File: src/sv/clbs_pkg.sv
// ----------------------------------------------------------------------------
// clbs_pkg
// shared types and constants of the character lcd bus sequencer
// ----------------------------------------------------------------------------
package clbs_pkg;

    // request codes
    localparam logic [1:0] CMD_WRITE  = 2'd0;
    localparam logic [1:0] CMD_CURSOR = 2'd1;
    localparam logic [1:0] CMD_INIT   = 2'd2;

    // configuration register indexes
    localparam logic [1:0] CFG_FOUR_BIT = 2'd0;
    localparam logic [1:0] CFG_LINES    = 2'd1;
    localparam logic [1:0] CFG_COLUMNS  = 2'd2;
    localparam logic [1:0] CFG_TALL     = 2'd3;

    // phases of one enable strobe
    localparam logic [1:0] PH_SETUP   = 2'd0;
    localparam logic [1:0] PH_STROBE  = 2'd1;
    localparam logic [1:0] PH_RELEASE = 2'd2;

    localparam int DEFAULT_MAX_ROWS = 4;

    // hold times in microseconds
    localparam logic [15:0] HOLD_PULSE   = 16'd4;
    localparam logic [15:0] HOLD_SETTLE  = 16'd100;
    localparam logic [15:0] HOLD_POWERUP = 16'd50000;
    localparam logic [12:0] EXTRA_LONG   = 13'd4500;
    localparam logic [12:0] EXTRA_SHORT  = 13'd150;
    localparam logic [12:0] EXTRA_CLEAR  = 13'd2000;

    // instruction bytes
    localparam logic [7:0] INS_DISPLAY_ON = 8'h0C;
    localparam logic [7:0] INS_CLEAR      = 8'h01;
    localparam logic [7:0] INS_ENTRY_MODE = 8'h06;
    localparam logic [7:0] INS_SET_DDRAM  = 8'h80;
    localparam logic [7:0] ROW_OFFSET     = 8'h40;
    localparam logic [3:0] NIB_WAKE       = 4'h3;
    localparam logic [3:0] NIB_FOUR_BIT   = 4'h2;

    typedef struct packed {
        logic       load;
        logic       emit;
        logic       power;
        logic       is_init;
        logic [2:0] idx;
        logic       part;
        logic [1:0] phase;
        logic       last;
    } clbs_cmd_t;

    typedef struct packed {
        logic slot_free;
        logic two_parts;
        logic last_xfer;
    } clbs_status_t;

endpackage

File: src/sv/clbs_req_if.sv
// ----------------------------------------------------------------------------
// clbs_req_if
// request channel of the character lcd bus sequencer
// ----------------------------------------------------------------------------
interface clbs_req_if;
    logic       valid;
    logic       ready;
    logic [1:0] cmd;
    logic       reg_select;
    logic [7:0] byte_value;
    logic [2:0] row;
    logic [6:0] col;

    modport source (output valid, cmd, reg_select, byte_value, row, col, input ready);
    modport sink (input valid, cmd, reg_select, byte_value, row, col, output ready);
endinterface

File: src/sv/clbs_phase_if.sv
// ----------------------------------------------------------------------------
// clbs_phase_if
// bus phase channel of the character lcd bus sequencer
// ----------------------------------------------------------------------------
interface clbs_phase_if;
    logic        valid;
    logic        ready;
    logic        rs_level;
    logic        rw_level;
    logic        enable_level;
    logic [7:0]  data_lines;
    logic [15:0] hold_us;
    logic        last;

    modport source (output valid, rs_level, rw_level, enable_level, data_lines, hold_us,
                    last, input ready);
    modport sink (input valid, rs_level, rw_level, enable_level, data_lines, hold_us,
                  last, output ready);
endinterface

File: src/sv/clbs_ctrl.sv
// ----------------------------------------------------------------------------
// clbs_ctrl
// sequencer fsm: walks transfers, nibbles and strobe phases of a request
// ----------------------------------------------------------------------------
module clbs_ctrl
    import clbs_pkg::*;
(
    input  logic         clk,
    input  logic         rst_n,
    input  logic         req_valid,
    output logic         req_ready,
    input  logic [1:0]   req_cmd,
    input  clbs_status_t status,
    output clbs_cmd_t    cmd
);

    typedef enum logic [2:0] {
        ST_IDLE  = 3'b001,
        ST_POWER = 3'b010,
        ST_XFER  = 3'b100
    } state_t;

    state_t     state_reg, state_next;
    logic [1:0] phase_reg, phase_next;
    logic       part_reg, part_next;
    logic [2:0] idx_reg, idx_next;
    logic       init_reg, init_next;
    logic       final_part;

    assign req_ready  = (state_reg == ST_IDLE);
    assign final_part = !status.two_parts || part_reg;

    always_comb
    begin
        state_next = state_reg;
        phase_next = phase_reg;
        part_next  = part_reg;
        idx_next   = idx_reg;
        init_next  = init_reg;
        cmd        = '0;
        cmd.is_init = init_reg;
        cmd.idx     = idx_reg;
        cmd.part    = part_reg;
        cmd.phase   = phase_reg;
        unique case (state_reg)
            ST_IDLE:
            begin
                cmd.load   = req_valid;
                phase_next = PH_SETUP;
                part_next  = 1'b0;
                idx_next   = '0;
                if (req_valid)
                begin
                    if (req_cmd == CMD_INIT)
                    begin
                        init_next  = 1'b1;
                        state_next = ST_POWER;
                    end
                    else if (req_cmd == CMD_WRITE || req_cmd == CMD_CURSOR)
                    begin
                        init_next  = 1'b0;
                        state_next = ST_XFER;
                    end
                end
            end
            ST_POWER:
            begin
                if (status.slot_free)
                begin
                    cmd.emit   = 1'b1;
                    cmd.power  = 1'b1;
                    state_next = ST_XFER;
                end
            end
            ST_XFER:
            begin
                if (status.slot_free)
                begin
                    cmd.emit = 1'b1;
                    if (phase_reg == PH_RELEASE)
                    begin
                        phase_next = PH_SETUP;
                        if (!final_part)
                        begin
                            part_next = 1'b1;
                        end
                        else
                        begin
                            part_next = 1'b0;
                            if (status.last_xfer)
                            begin
                                cmd.last   = 1'b1;
                                state_next = ST_IDLE;
                            end
                            else
                            begin
                                idx_next = idx_reg + 3'd1;
                            end
                        end
                    end
                    else
                    begin
                        phase_next = phase_reg + 2'd1;
                    end
                end
            end
            default:
            begin
                state_next = ST_IDLE;
            end
        endcase
    end

    always_ff @(posedge clk or negedge rst_n)
    begin
        if (!rst_n)
        begin
            state_reg <= ST_IDLE;
            phase_reg <= PH_SETUP;
            part_reg  <= 1'b0;
            idx_reg   <= '0;
            init_reg  <= 1'b0;
        end
        else
        begin
            state_reg <= state_next;
            phase_reg <= phase_next;
            part_reg  <= part_next;
            idx_reg   <= idx_next;
            init_reg  <= init_next;
        end
    end

    a_emit_needs_slot: assert property (@(posedge clk) disable iff (!rst_n)
        cmd.emit |-> status.slot_free)
        else $error("phase emitted into a full output register");

    a_no_emit_idle: assert property (@(posedge clk) disable iff (!rst_n)
        (state_reg == ST_IDLE) |-> !cmd.emit)
        else $error("phase emitted while idle");

    a_last_on_release: assert property (@(posedge clk) disable iff (!rst_n)
        cmd.last |-> (cmd.emit && phase_reg == PH_RELEASE && state_reg == ST_XFER))
        else $error("last flag outside a release phase");

    a_power_then_xfer: assert property (@(posedge clk) disable iff (!rst_n)
        (state_reg == ST_POWER && cmd.emit) |=>
        (state_reg == ST_XFER && idx_reg == 3'd0 && phase_reg == PH_SETUP && !part_reg))
        else $error("power-up wait not followed by first transfer");

    a_phase_range: assert property (@(posedge clk) disable iff (!rst_n)
        phase_reg != 2'd3)
        else $error("strobe phase counter out of range");

endmodule

File: src/sv/clbs_datapath.sv
// ----------------------------------------------------------------------------
// clbs_datapath
// config registers, request capture, phase payload and output register
// ----------------------------------------------------------------------------
module clbs_datapath
    import clbs_pkg::*;
#(
    parameter int MAX_ROWS = DEFAULT_MAX_ROWS
)
(
    input  logic         clk,
    input  logic         rst_n,
    input  logic         cfg_we,
    input  logic [1:0]   cfg_index,
    input  logic [5:0]   cfg_data,
    input  logic         req_reg_select,
    input  logic [7:0]   req_byte_value,
    input  logic [2:0]   req_row,
    input  logic [6:0]   req_col,
    input  logic [1:0]   req_cmd,
    input  clbs_cmd_t    cmd,
    output clbs_status_t status,
    input  logic         out_ready,
    output logic         out_valid,
    output logic         out_rs_level,
    output logic         out_enable_level,
    output logic [7:0]   out_data_lines,
    output logic [15:0]  out_hold_us,
    output logic         out_last
);

    localparam logic [2:0] MaxRowIdx = 3'(MAX_ROWS - 1);

    logic        four_bit_reg;
    logic [2:0]  lines_reg;
    logic [5:0]  columns_reg;
    logic        tall_reg;

    logic        rs_reg;
    logic [7:0]  xbyte_reg, xbyte_next;
    logic [12:0] xextra_reg, xextra_next;

    logic        valid_reg;
    logic        rs_out_reg, en_out_reg, last_out_reg;
    logic [7:0]  data_out_reg;
    logic [15:0] hold_out_reg;

    logic [2:0]  lines_eff;
    logic [7:0]  func_set;
    logic [2:0]  row_clamp;
    logic [7:0]  row_offs;

    logic        x_raw;
    logic [7:0]  x_value;
    logic [12:0] x_extra;
    logic        x_rs;
    logic        last_xfer;
    logic        final_part;
    logic [7:0]  data_next;
    logic [15:0] hold_next;

    // configuration
    always_ff @(posedge clk or negedge rst_n)
    begin
        if (!rst_n)
        begin
            four_bit_reg <= 1'b0;
            lines_reg    <= 3'd1;
            columns_reg  <= 6'd16;
            tall_reg     <= 1'b0;
        end
        else if (cfg_we)
        begin
            unique case (cfg_index)
                CFG_FOUR_BIT: four_bit_reg <= cfg_data[0];
                CFG_LINES:    lines_reg    <= cfg_data[2:0];
                CFG_COLUMNS:  columns_reg  <= cfg_data;
                CFG_TALL:     tall_reg     <= cfg_data[0];
                default:      four_bit_reg <= four_bit_reg;
            endcase
        end
    end

    assign lines_eff = (lines_reg == 3'd0) ? 3'd1 : lines_reg;

    always_comb
    begin
        func_set = 8'h20;
        if (!four_bit_reg)
            func_set = func_set | 8'h10;
        if (lines_eff > 3'd1)
            func_set = func_set | 8'h08;
        if (tall_reg && lines_eff == 3'd1)
            func_set = func_set | 8'h04;
    end

    // request capture: the byte to send and its extra wait
    always_comb
    begin
        row_clamp = req_row;
        if (row_clamp > MaxRowIdx)
            row_clamp = MaxRowIdx;
        if (row_clamp >= lines_eff)
            row_clamp = lines_eff - 3'd1;
        case (row_clamp[1:0])
            2'd0:    row_offs = 8'h00;
            2'd1:    row_offs = ROW_OFFSET;
            2'd2:    row_offs = {2'b00, columns_reg};
            default: row_offs = ROW_OFFSET + {2'b00, columns_reg};
        endcase
        if (req_cmd == CMD_CURSOR)
        begin
            xbyte_next  = INS_SET_DDRAM | ({1'b0, req_col} + row_offs);
            xextra_next = '0;
        end
        else
        begin
            xbyte_next  = req_byte_value;
            xextra_next = '0;
            // clear display and return home take the long wait
            if (!req_reg_select &&
                (req_byte_value == 8'h01 || req_byte_value[7:1] == 7'h01))
                xextra_next = EXTRA_CLEAR;
        end
    end

    always_ff @(posedge clk)
    begin
        if (cmd.load)
        begin
            rs_reg     <= (req_cmd == CMD_WRITE) ? req_reg_select : 1'b0;
            xbyte_reg  <= xbyte_next;
            xextra_reg <= xextra_next;
        end
    end

    // current transfer
    always_comb
    begin
        x_raw     = 1'b0;
        x_value   = xbyte_reg;
        x_extra   = xextra_reg;
        x_rs      = rs_reg;
        last_xfer = 1'b1;
        if (cmd.is_init)
        begin
            x_rs    = 1'b0;
            x_extra = '0;
            if (four_bit_reg)
            begin
                last_xfer = (cmd.idx == 3'd7);
                case (cmd.idx)
                    3'd0:
                    begin
                        x_raw = 1'b1; x_value = {4'h0, NIB_WAKE}; x_extra = EXTRA_LONG;
                    end
                    3'd1:
                    begin
                        x_raw = 1'b1; x_value = {4'h0, NIB_WAKE}; x_extra = EXTRA_LONG;
                    end
                    3'd2:
                    begin
                        x_raw = 1'b1; x_value = {4'h0, NIB_WAKE}; x_extra = EXTRA_SHORT;
                    end
                    3'd3:
                    begin
                        x_raw = 1'b1; x_value = {4'h0, NIB_FOUR_BIT};
                    end
                    3'd4: x_value = func_set;
                    3'd5: x_value = INS_DISPLAY_ON;
                    3'd6:
                    begin
                        x_value = INS_CLEAR; x_extra = EXTRA_CLEAR;
                    end
                    default: x_value = INS_ENTRY_MODE;
                endcase
            end
            else
            begin
                last_xfer = (cmd.idx == 3'd6);
                case (cmd.idx)
                    3'd0:
                    begin
                        x_value = func_set; x_extra = EXTRA_LONG;
                    end
                    3'd1:
                    begin
                        x_value = func_set; x_extra = EXTRA_SHORT;
                    end
                    3'd2, 3'd3: x_value = func_set;
                    3'd4: x_value = INS_DISPLAY_ON;
                    3'd5:
                    begin
                        x_value = INS_CLEAR; x_extra = EXTRA_CLEAR;
                    end
                    default: x_value = INS_ENTRY_MODE;
                endcase
            end
        end
    end

    assign status.last_xfer = last_xfer;
    assign status.two_parts = four_bit_reg && !x_raw;
    assign status.slot_free = !valid_reg || out_ready;
    assign final_part       = !status.two_parts || cmd.part;

    always_comb
    begin
        if (x_raw)
            data_next = {4'h0, x_value[3:0]};
        else if (four_bit_reg)
            data_next = cmd.part ? {4'h0, x_value[3:0]} : {4'h0, x_value[7:4]};
        else
            data_next = x_value;
        if (cmd.phase == PH_RELEASE)
            hold_next = HOLD_SETTLE + (final_part ? {3'b000, x_extra} : 16'd0);
        else
            hold_next = HOLD_PULSE;
    end

    // output register
    always_ff @(posedge clk or negedge rst_n)
    begin
        if (!rst_n)
            valid_reg <= 1'b0;
        else if (cmd.emit)
            valid_reg <= 1'b1;
        else if (out_ready)
            valid_reg <= 1'b0;
    end

    always_ff @(posedge clk)
    begin
        if (cmd.emit)
        begin
            if (cmd.power)
            begin
                rs_out_reg   <= 1'b0;
                en_out_reg   <= 1'b0;
                data_out_reg <= 8'h00;
                hold_out_reg <= HOLD_POWERUP;
            end
            else
            begin
                rs_out_reg   <= x_rs;
                en_out_reg   <= (cmd.phase == PH_STROBE);
                data_out_reg <= data_next;
                hold_out_reg <= hold_next;
            end
            last_out_reg <= cmd.last;
        end
    end

    assign out_valid        = valid_reg;
    assign out_rs_level     = rs_out_reg;
    assign out_enable_level = en_out_reg;
    assign out_data_lines   = data_out_reg;
    assign out_hold_us      = hold_out_reg;
    assign out_last         = last_out_reg;

endmodule

File: src/sv/char_lcd_bus_sequencer.sv
// ----------------------------------------------------------------------------
// char_lcd_bus_sequencer
// turns lcd requests into a stream of timed parallel bus phases
// ----------------------------------------------------------------------------
// usage:
//   req carries one request a beat: write byte, set cursor or power-up init.
//   phase delivers one bus phase a beat: rs, rw, e and data levels plus the
//   hold time in microseconds; last marks the final phase of a request.
//   cfg_we/cfg_index/cfg_data set bus width, line count, column count and
//   font; write them only while no request is in flight.
// timing:
//   a request is taken on its req beat, then its phases leave at one a cycle
//   through the output register while phase.ready stays high. a request
//   yields 3 phases (8-bit byte), 6 (4-bit byte), 22 (8-bit init) or 37
//   (4-bit init). the phase counter in the fsm sets this pace; the first
//   phase follows the fsm state register and then the output register.
//   req.ready is high whenever the fsm is idle, even while the last phase
//   still waits in the output register. a cmd code of 3 is taken and dropped.
// reset and stall:
//   reset returns to idle with an empty output register and the register
//   defaults (8-bit bus, one line, 16 columns, small font). when phase.ready
//   is low the current phase holds and the sequencer waits.
// ----------------------------------------------------------------------------
module char_lcd_bus_sequencer
    import clbs_pkg::*;
#(
    parameter int MAX_ROWS = DEFAULT_MAX_ROWS
)
(
    input  logic          clk,
    input  logic          rst_n,
    clbs_req_if.sink      req,
    clbs_phase_if.source  phase,
    input  logic          cfg_we,
    input  logic [1:0]    cfg_index,
    input  logic [5:0]    cfg_data
);

    clbs_cmd_t    cmd;
    clbs_status_t status;

    clbs_ctrl u_ctrl (
        .clk       (clk),
        .rst_n     (rst_n),
        .req_valid (req.valid),
        .req_ready (req.ready),
        .req_cmd   (req.cmd),
        .status    (status),
        .cmd       (cmd)
    );

    clbs_datapath #(
        .MAX_ROWS (MAX_ROWS)
    ) u_datapath (
        .clk              (clk),
        .rst_n            (rst_n),
        .cfg_we           (cfg_we),
        .cfg_index        (cfg_index),
        .cfg_data         (cfg_data),
        .req_reg_select   (req.reg_select),
        .req_byte_value   (req.byte_value),
        .req_row          (req.row),
        .req_col          (req.col),
        .req_cmd          (req.cmd),
        .cmd              (cmd),
        .status           (status),
        .out_ready        (phase.ready),
        .out_valid        (phase.valid),
        .out_rs_level     (phase.rs_level),
        .out_enable_level (phase.enable_level),
        .out_data_lines   (phase.data_lines),
        .out_hold_us      (phase.hold_us),
        .out_last         (phase.last)
    );

    // writes only
    assign phase.rw_level = 1'b0;

endmodule

File: src/flat_wrapper.sv
// flat-port wrapper written by rule: the top's interface ports become plain ports
module char_lcd_bus_sequencer_flat import clbs_pkg::*;
#(
    parameter int MAX_ROWS = DEFAULT_MAX_ROWS
)
  (clk, rst_n, cfg_we, cfg_index, cfg_data, req_valid, req_cmd, req_reg_select, req_byte_value, req_row, req_col, req_ready, phase_valid, phase_rs_level, phase_rw_level, phase_enable_level, phase_data_lines, phase_hold_us, phase_last, phase_ready);
  clbs_req_if req_i ();
  clbs_phase_if phase_i ();
  input  logic clk;
  input  logic rst_n;
  input  logic cfg_we;
  input  logic [1:0] cfg_index;
  input  logic [5:0] cfg_data;
  input wire logic [$bits(req_i.valid)-1:0] req_valid;
  input wire logic [$bits(req_i.cmd)-1:0] req_cmd;
  input wire logic [$bits(req_i.reg_select)-1:0] req_reg_select;
  input wire logic [$bits(req_i.byte_value)-1:0] req_byte_value;
  input wire logic [$bits(req_i.row)-1:0] req_row;
  input wire logic [$bits(req_i.col)-1:0] req_col;
  output wire logic [$bits(req_i.ready)-1:0] req_ready;
  output wire logic [$bits(phase_i.valid)-1:0] phase_valid;
  output wire logic [$bits(phase_i.rs_level)-1:0] phase_rs_level;
  output wire logic [$bits(phase_i.rw_level)-1:0] phase_rw_level;
  output wire logic [$bits(phase_i.enable_level)-1:0] phase_enable_level;
  output wire logic [$bits(phase_i.data_lines)-1:0] phase_data_lines;
  output wire logic [$bits(phase_i.hold_us)-1:0] phase_hold_us;
  output wire logic [$bits(phase_i.last)-1:0] phase_last;
  input wire logic [$bits(phase_i.ready)-1:0] phase_ready;
  assign req_i.valid = req_valid;
  assign req_i.cmd = req_cmd;
  assign req_i.reg_select = req_reg_select;
  assign req_i.byte_value = req_byte_value;
  assign req_i.row = req_row;
  assign req_i.col = req_col;
  assign req_ready = req_i.ready;
  assign phase_valid = phase_i.valid;
  assign phase_rs_level = phase_i.rs_level;
  assign phase_rw_level = phase_i.rw_level;
  assign phase_enable_level = phase_i.enable_level;
  assign phase_data_lines = phase_i.data_lines;
  assign phase_hold_us = phase_i.hold_us;
  assign phase_last = phase_i.last;
  assign phase_i.ready = phase_ready;
  char_lcd_bus_sequencer #(.MAX_ROWS(MAX_ROWS)) u_core (.clk(clk), .rst_n(rst_n), .req(req_i), .phase(phase_i), .cfg_we(cfg_we), .cfg_index(cfg_index), .cfg_data(cfg_data));
endmodule
File: config.mk
export PLATFORM = sky130hd
export DESIGN_NAME = char_lcd_bus_sequencer_flat
export DESIGN_NICKNAME = d
export VERILOG_FILES = /design/src/sv/clbs_pkg.sv /design/src/sv/clbs_req_if.sv /design/src/sv/clbs_phase_if.sv /design/src/sv/clbs_ctrl.sv /design/src/sv/clbs_datapath.sv /design/src/sv/char_lcd_bus_sequencer.sv /design/src/flat_wrapper.sv
export SDC_FILE = /design/constraint.sdc
export NUM_CORES = 1
export LEC_CHECK = 0
export ABC_AREA = 1
export BUFFER_PORTS_ARGS = -buffer_cell sky130_fd_sc_hd__buf_2
export CAP_MARGIN = 25
export CORE_AREA = 2 2 89 91
export DETAILED_ROUTE_END_ITERATION = 12
export DIE_AREA = 0 0 91 93
export GPL_TIMING_DRIVEN = 0
export MAX_ROUTING_LAYER = met4
export PLACE_DENSITY_LB_ADDON = 0.05
export SYNTH_ARGS = -nofsm -noshare
export SYNTH_HDL_FRONTEND = slang
export SYNTH_SLANG_ARGS = --single-unit
File: constraint.sdc
create_clock -name clk -period 2.5 [get_ports clk]
set_input_delay 0.25 -clock clk [delete_from_list [all_inputs] [get_ports clk]]
set_output_delay 0.25 -clock clk [all_outputs]
set_load 0.03 [all_outputs]
==> flow_summary.yaml <==
yosys:
  synth_area_um2: 3310
  synth_cell_types: 39
  synthSimpleGateAreaFrac_pct: 25.2
  syn_avg_cell_area_um2: 8.45
  syn_inst: 392
  synth_top_family_by_area: "simple AND/OR/NAND/NOR gates"
  synth_edf_count: 34
  synthMuxAreaShare_pct: 0
  synth_fa_ha_area_share_pct: 7.41
  ys_ff_latch: 56
  synthFlopType: "edfxtp_1"
  ys_warn_count: 0
  synth_compound_gate_area_share_pct: 10.6
  ys_seq_area_share_pct: 47.6
  synthArstFlopShare_pct: 39.3
  synth-xor-area-share_pct: 0.794
clock_network:
  clk_path_buf_depth: 2
  clock-sinks: 56
  root_buffer: "clkbuf_8"
  h-tree-depth: 2
  clkLatencyLatePin_ps: 310
  clk_pin_slew_ps: 100
  cts_buffers: 5
  cts_tree: "built"
global_routing:
  grt_max_degree: 25
  grt_pass1_wl_mm: 11.8
  grt_usage_pct: 17.8
  grt_antenna_before_repair: 0
  grt_pass1_vias: 2573
  gr-total-overflow: 0
placement:
  place_area_um2: 3770
  gp_congestion: 0.854
  portBuffers: 60
  dp_slack_ps: -374
  hpwl_mm: 5.35
final_layout:
  syn_to_final_growth_pct: 22.5
  final_common_cell: "nand2_1"
  largest_reg_flops: 13
  fin_util_pct: 53.9
  drive_gt1_share_pct: 28.8
  stdcell_area_um2: 4060
  layout_common_cells: "84 x nand2_1, 63 x buf_2, 50 x inv_1"
  antenna_cells: 0
  nets: 525
pwr:
  ir_drop_uv: 288
  pwr_density_cell_nw_per_um2: 891
  p_leak_nw: 1.91
detailed_routing:
  drt_iter0_drc: 121
  firstDrtPassIters: 4
  drc: 0
  drt-vias-per-instance: 4.85
  ant_nets: 0
  wire_per_inst_um: 12.2
  drt-total-wl_mm: 7.03
  vias: 2788
sta:
  final-hold-violation-count: 0
  setup_tns_ps: -1090
  setup_viol: 6
  grt_setup_unrepaired: "true"
  relSlewSlack_pct: 47.3
  fin_crit_sh_pct: 111
  slew_violations: 0
  post-route-min-period_ps: 2770
  worst_slack_ps: -272
  max_freq_mhz: 361
  worst_slew_pin_slew_ps: 788
  finalClockSkew_ps: 8.05
hold_path:
  worstHoldPathCells: 3
  hp-class: "in2reg"
  hold_start: "cfg_data[4]"
  hold_end: "u_core.u_datapath.columns_reg[4]"
job:
  max-cap-violations: 0
run_status:
  outcome: "finished with violations"
  violations: "negative setup slack"
worst_setup_path:
  crit_path_start_kind: "flip-flop"
  cp.arrival_ps: 2850
  end_kind: "flip-flop"
  crit_type: "reg2reg"
  reg2reg_to: "u_core.u_datapath.xbyte_reg[6]"
  reg2reg_depth: 17
  crit_path_max_fanout: 4
  required_ps: 2570
  rr_startpoint: "u_core.u_datapath.lines_reg[2]"
  reg2reg_setup_slack_ps: -270
floorplan:
  core_area_um2: 7530
  die-area_um2: 8460
  start_util_pct: 44.0
  die_w_um: 91
  num_io_pins: 64
  die_h_um: 93
  num_rows: 32
## final cells by class
type	instances	area [um^2]
clock buffer	5	68.8
sequential	56	1580
clock inverter	3	23.8
inverter	59	221
timing repair buffer	70	382
fill	741	3470
multi-input combinational	271	1610
tap	102	128
buffer	9	52.6
## critical path, cell delays in order (launching register included)
cell and delay, ps:
dfrtp_1 400, inv_2 60, ha_1 340, a21oi_2 190, nand3_2 100, nand2_1 70
o21a_1 150, inv_2 60, nor2_2 80, ha_2 200, inv_2 40, fa_2 400
inv_2 70, nand2_2 40, o211ai_1 100, nand3_1 110, nand3_1 80, nand2_1 50
## synth_stat cells (4+ instances only)
cell / instances / share of area (%)
o21ai_0: 28 / 4.2
nand4_1: 8 / 1.5
nor3_1: 5 / 0.76
dfrtp_1: 19 / 14
ha_1: 18 / 6.8
inv_1: 56 / 6.3
a21oi_1: 21 / 3.2
nand3_1: 25 / 3.8
nand2_1: 86 / 9.8
nor2_1: 38 / 4.3
buf_4: 4 / 0.91
edfxtp_1: 34 / 31
nand2_4: 5 / 1.7
## worst max path at each step
| stage | from | endpoint | slack (ps) | cells after the start |
|---|---|---|---|---|
| global placement | u_core.u_datapath.lines_reg[2] | u_core.u_datapath.xbyte_reg[6] | -380 | 19 |
| CTS | u_core.u_datapath.lines_reg[1] | u_core.u_datapath.xbyte_reg[6] | -270 | 19 |
| finish | u_core.u_datapath.lines_reg[2] | u_core.u_datapath.xbyte_reg[6] | -270 | 17 |
| floorplan | u_core.u_datapath.lines_reg[2] | u_core.u_datapath.xbyte_reg[6] | -130 | 19 |
| global route | u_core.u_datapath.lines_reg[2] | u_core.u_datapath.xbyte_reg[6] | -460 | 17 |
| detailed placement | u_core.u_datapath.lines_reg[2] | u_core.u_datapath.xbyte_reg[6] | -370 | 19 |
## report_power, final
group          total [W]  switching [W]  internal (W)
registers        0.00135      0.0000878       0.00126
logic            0.00177        0.00116      0.000611
clock network   0.000495       0.000296      0.000199
## kinds of logic after synthesis
logic type / count (synthesis)
xor+xnor: 3
simple gates: 182
flops: 56
compound gates: 63
fa+ha+maj: 19
buf+inv: 68
other cells: 1
## layer usage
layer	vias to the layer above	routed length, um	GRT usage, %
li1	1442	-	-
met1	1279	3110	20.8
met2	54	3520	31.5
met3	13	248	2.82
met4	0	146	5.93
met5	-	0	-
## through the flow
step,cells,total power (W),hold slack [ps]
CTS,575,0.00361,171
finish,575,0.00362,182
detailed placement,557,0.00298,277
global route,575,0.00390,200
global placement,557,0.00296,268
floorplan,395,0.00259,-45.6
## what timing repair did
item	CTS	global route
pin swaps	7	8
hold buffers	1	0
resized for setup	18	8
setup buffers	9	0
gates cloned	0	0
setup endpoints to repair	30	7
endpoints found under the hold margin	19	0
No activity file was read; power rests on OpenSTA's default activity.
